### src/design/assert_macros.svh
// Assertion macros used by the top-level design file of the text console.
// Each macro expects a clock named clk and an active-low reset named arst_n in scope.
`ifndef ASSERT_MACROS_SVH
`define ASSERT_MACROS_SVH

// Same-cycle implication, checked outside reset.
`define AST_IMP(label, pre, post, msg) \
	label: assert property (@(posedge clk) disable iff (!arst_n) (pre) |-> (post)) \
		else $error(msg);

// Next-cycle implication, checked outside reset.
`define AST_NXT(label, pre, post, msg) \
	label: assert property (@(posedge clk) disable iff (!arst_n) (pre) |=> (post)) \
		else $error(msg);

`endif

### src/design/tcw_pkg.sv
// Types and constants of the text console character writer.
// No dependencies; used by the interfaces, the cursor stepper and the top level.
package tcw_pkg;

	// Field widths of the request and response items.
	localparam int OPC_W  = 2;
	localparam int CHR_W  = 8;
	localparam int TGT_W  = 8;
	localparam int COL_W  = 7;
	localparam int ROW_W  = 5;
	localparam int OFS_W  = 11;
	localparam int CELL_W = 16;

	// Operation codes.
	typedef enum logic [OPC_W-1:0] {
		OP_PUT   = 2'd0,
		OP_MOVE  = 2'd1,
		OP_CLEAR = 2'd2,
		OP_READ  = 2'd3
	} op_t;

	// Control characters.
	localparam logic [CHR_W-1:0] CH_CR = 8'd13;
	localparam logic [CHR_W-1:0] CH_LF = 8'd10;
	localparam logic [CHR_W-1:0] CH_BS = 8'd8;

	// Cell contents.
	localparam logic [CHR_W-1:0]  SPACE_CHAR = 8'h20;
	localparam logic [CHR_W-1:0]  BLANK_ATTR = 8'h07;
	localparam logic [CELL_W-1:0] BLANK_CELL = {BLANK_ATTR, SPACE_CHAR};

	// Result of stepping the cursor for one put-character operation.
	typedef struct packed {
		logic [COL_W-1:0] col;
		logic [ROW_W-1:0] row;
		logic             wr_cell;
		logic             scroll;
	} cursor_step_t;

endpackage

### src/design/tcw_cursor.sv
// Cursor stepper for one put-character operation of the text console.
// Depends on tcw_pkg for the control characters and the step struct.
module tcw_cursor import tcw_pkg::*; #(
	parameter int COLUMNS = 80,
	parameter int ROWS    = 25
) (
	input  logic [COL_W-1:0] col,
	input  logic [ROW_W-1:0] row,
	input  logic [CHR_W-1:0] char_code,
	output cursor_step_t     step
);

	// One wider than the cursor so that the overflow can be seen.
	logic [COL_W:0] ncol;
	logic [ROW_W:0] nrow;
	logic           wr;

	// Character handling followed by line wrap and scroll detection.
	always_comb begin
		ncol = {1'b0, col};
		nrow = {1'b0, row};
		wr   = 1'b0;
		case (char_code)
			CH_CR: begin
				ncol = '0;
			end
			CH_LF: begin
				ncol = '0;
				nrow = nrow + 1'b1;
			end
			CH_BS: begin
				if (col == '0) begin
					if (row != '0) begin
						nrow = nrow - 1'b1;
						ncol = (COL_W+1)'(COLUMNS - 1);
					end
				end else begin
					ncol = ncol - 1'b1;
				end
			end
			default: begin
				wr   = 1'b1;
				ncol = ncol + 1'b1;
			end
		endcase

		if (ncol >= (COL_W+1)'(COLUMNS)) begin
			ncol = '0;
			nrow = nrow + 1'b1;
		end

		step.scroll = 1'b0;
		if (nrow >= (ROW_W+1)'(ROWS)) begin
			nrow        = (ROW_W+1)'(ROWS - 1);
			step.scroll = 1'b1;
		end

		step.col     = ncol[COL_W-1:0];
		step.row     = nrow[ROW_W-1:0];
		step.wr_cell = wr;
	end

endmodule

### config.mk
export PLATFORM = sky130hd
export DESIGN_NAME = tcw_cursor
export DESIGN_NICKNAME = d
export VERILOG_FILES = /design/src/design/assert_macros.svh /design/src/design/tcw_pkg.sv /design/src/design/tcw_cursor.sv
export SDC_FILE = /design/constraint.sdc
export NUM_CORES = 1
export LEC_CHECK = 0
export ABC_CLOCK_PERIOD_IN_PS = 4100
export CORE_ASPECT_RATIO = 0.75
export CORE_MARGIN = 3
export CORE_UTILIZATION = 45
export DETAILED_ROUTE_END_ITERATION = 10
export DONT_BUFFER_PORTS = 1
export PLACE_DENSITY_LB_ADDON = 0.1
export REMOVE_ABC_BUFFERS = 1
export SYNTH_ARGS = -nofsm -noshare
export SYNTH_HDL_FRONTEND = slang
export SYNTH_SLANG_ARGS = --single-unit
export TNS_END_PERCENT = 10
### constraint.sdc
create_clock -name vclk -period 4.1
set_clock_uncertainty 0.15 [all_clocks]
set_input_delay 0.205 -clock vclk [all_inputs]
set_output_delay 0.205 -clock vclk [all_outputs]
set_load 0.02 [all_outputs]
* After elaboration in Yosys (flattened, before gate mapping)
Index checks and enable logic that the tools add are counted.
** Storage, ports and cells
- Register bits :: 0
- Output and inout bits :: 14
** Cells by class
- $add $sub $neg :: 5
- $lt $le $gt $ge :: 2
- Equality and inequality tests :: 3
- Multiplexer cells :: 11
- Reduce and logical (&&, ||, !) cells :: 4
** Operators with widths (number)
- $eq 8x4->1 const B :: 3
- $mux 6 :: 3
- $pmux 8 s2 :: 1
- $mux 7 :: 2
- $pmux 6 s2 :: 1
- $add 7x1->8 const B :: 1
- $ge 8x7->1 const B :: 1
- $mux 8 :: 1
- $sub 7x1->8 const B :: 1
- $logic_not 7->1 :: 1
- $add 5x1->6 const B :: 1
- $add 6x1->6 const B :: 1
- $ge 6x5->1 const B :: 1
- $sub 5x1->6 const B :: 1
- $mux 5 :: 1
- $reduce_bool 5->1 :: 1
- $reduce_or 3->1 :: 1
- $mux 1 :: 2
- $reduce_or 2->1 :: 1

* Depth between registers and ports, before layout
- Depth in word-level cells :: 8
- Depth in mapped cells :: 15
- Mapped depth without buffers :: 14

* Worst setup path before layout
Ideal clock, no wire load.
- Path type :: in2out
- Start :: input row[0]
- End :: output step[2] in the netlist's numbering
- Arrival time :: 3.645 ns
- Required time :: 3.745 ns
- Path slack :: 0.100 ns
- Stages on the path :: 15
- Buffers on the path :: 1
- Cell sequence :: inv_1 > ha_1 > or4b_4 > and3_4 > buf_6 > mux2i_1 > o211ai_1 > ha_1 > xor2_1 > mux2i_1 > a221oi_1 > o211ai_1 > a32oi_2 > o32ai_1 > nor4_1
** RTL lines
- start, declared :: line tcw_cursor.sv:8 : input logic [ROW_W-1:0] row,
- end, declared :: line tcw_cursor.sv:10 : output cursor_step_t step

==> metrics.txt <==
status completed; setup ws final 0.201 ns; sequential area share after synthesis 0%; Worst Path Class, Setup input port to output pin; Pwr per Cell Area 90.7 nW/um^2; Synth top area share 5.43%; die extent in y 49.8 um; initial DRC count 85; DR vias/cell 6.57; fin crit period 3.90 ns; Critical Path Source Type input port; die width 64.4 um; GRT Util Overall 19.3%; hold path cells 1; CP Cell Sequence inv_1, ha_2, or4b_4, and3_4, mux2i_1, o211ai_1, ha_2, xor2_2, mux2i_1, a221oi_2, o211ai_1, a32oi_2, o32ai_1, or3_1; Die ar. 3210 um^2; Post-Place Cells 195; setup_tns 0 ns; leakage power 0.417 nW; Max Clk Rate 256 MHz; crit end category output pin; Cell Area, Synth 1150 um^2; Hold-fix buffers, CTS 0; largest net degree at the start of global routing 13; register area 0 um^2; first-pass GRT wire length 5.17 mm; vias in the first global route 1115; core footprint 2360 um^2; antenna violations before repair 0; Antenna Cells 0; Final #Nets 191; maximum vdd drop 0.0272 mV; Seq cells 0; initial core utilization 48.7%; via count 1300; Setup violations, final 0; Area growth syn-to-layout 5.87%; GR Overflow Total 0; synth top area cells ha_1, mux2i_1, nand2_1, nor2_1, nand3_1; total power 0.000111 W; Clk network pwr share 0%; Worst EP required 3.74 ns; CP max stage delay 0.51 ns; first-pass detailed-route iteration total 4; synthesized area per cell 6.98 um^2; layout cell share with drive strength beyond 1 17.7%; Post-DP Area 1180 um^2; Rows 15; post-DP HPWL 2.57 mm; sw frac 58.3%; Ports 34; Syn Inst Count 165; Avg WL per Cell 16.1 um; Yosys cell types 56; Hold Crit Class input port to output pin; Seq pwr share 0%; Rel. slew slack 50.6%; combinational power share 100.0%; Synthesis Warnings 0; Post-Place Setup Slack 0.145 ns; CP max FO 8; # DRC 0; slowest cell on the critical path or3_1; fin cells 198; slew of the pin with the lowest slew margin 0.736 ns; Max-Cap Viols 0; Final GP Congestion 0.815; Fin. Hold Viols 0; P_sw 0.0000645 W; Final Max Tran Viols 0; Critical Path AT 3.54 ns; period utilization 95.1%; clkbuf count 0; cell taking the most area after synthesis ha_1; DRT Wirelength 3.18 mm; count of input and output buffers 0; most frequent cells in the layout nor2_1, nand2_1, nand3_1, buf_4, inv_1; Final Instance Area 1220 um^2; post-route ant nets 0; Int Pwr 0.0000460 W
-- worst paths after layout --
check | endpoint | slack (ns) | start
setup / recovery | step[0] | 0.20 | row[0]
hold / removal | step[12] | 0.41 | col[5]
-- cell type report --
| class | count | area [um^2] |
|---|---|---|
| well taps | 34 | 42.5 |
| fillers | 247 | 1150 |
| repair buffers | 10 | 75.1 |
| multi-input cells | 144 | 1060 |
| inverters | 10 | 37.5 |
-- power groups by stage --
stage / combinational [W] / sequential [W] / clock (W)
2_1_floorplan: 0.0000839 / 0 / 0
3_3_place_gp: 0.000103 / 0 / 0
3_5_place_dp: 0.000105 / 0 / 0
4_1_cts: 0.000105 / 0 / 0
5_1_grt: 0.000121 / 0 / 0
6_report: 0.000111 / 0 / 0
-- through the flow --
step	hold WS (ns)	utilization, %
after floorplan	0.395	-
after global placement	0.404	49.8
after detailed placement	0.411	49.8
after CTS	0.411	49.8
after global routing	0.416	51.5
final	0.409	51.5
-- kinds of logic (layout without fill, tap and decap cells) --
| logic type | count (synthesis) | in the layout | synth area share (%) |
|---|---|---|---|
| buffers and inverters | 21 | 20 | 9.24 |
| XOR/XNOR | 10 | 10 | 8.26 |
| AO/OA/AOI/OAI | 44 | 44 | 30.8 |
| AND/OR/NAND/NOR | 78 | 78 | 40.1 |
| multiplexers | 7 | 7 | 6.20 |
| adder cells (fa/ha/maj) | 5 | 5 | 5.43 |
-- synth_stat cells (2+ instances only) --
library cell  number
nor2_1            14
o32ai_1            2
xnor2_1            4
a31oi_1            2
clkbuf_1           2
or2_2              2
or3_1              3
buf_4              2
nor4_1             4
a221oi_1           3
nand2_1           14
xor2_1             5
nand4_1            4
nor3_1             7
nand3b_1           2
nand3_1           10
a221o_1            3
o22ai_1            2
or4b_1             2
a22oi_1            2
mux2i_1            6
buf_2              4
ha_1               5
or4b_4             2
o31ai_1            4
a21oi_1            6
nor2b_1            3
a211oi_1           2
o21ai_0            4
buf_6              2
a21o_1             2
nor3b_1            2
inv_1              9
nor4b_2            2
o211ai_1           2
-- routing by layer --
| metal | GRT usage (%) | wire length (um) |
|---|---|---|
| met4 | 0 | 0 |
| met3 | 2.05 | 303 |
| met1 | 29.0 | 1470 |
| met5 | 0 | 0 |
| met2 | 31.5 | 1410 |
-- critical path, delay by kind of cell --
| family | cells | cell delay, ns |
|---|---|---|
| multiplexers | 2 | 0.23 |
| AO/OA/AOI/OAI | 5 | 1.08 |
| XOR/XNOR | 1 | 0.20 |
| adder cells (fa/ha/maj) | 2 | 0.50 |
| buffers and inverters | 1 | 0.05 |
| AND/OR/NAND/NOR | 3 | 1.24 |
-- timing repair --
| action | in CTS | in global routing |
|---|---|---|
| setup buffers | 0 | 3 |
| endpoints found under the setup margin | 0 | 4 |
| resized for setup | 0 | 4 |
(Power assumes the default switching activity.)
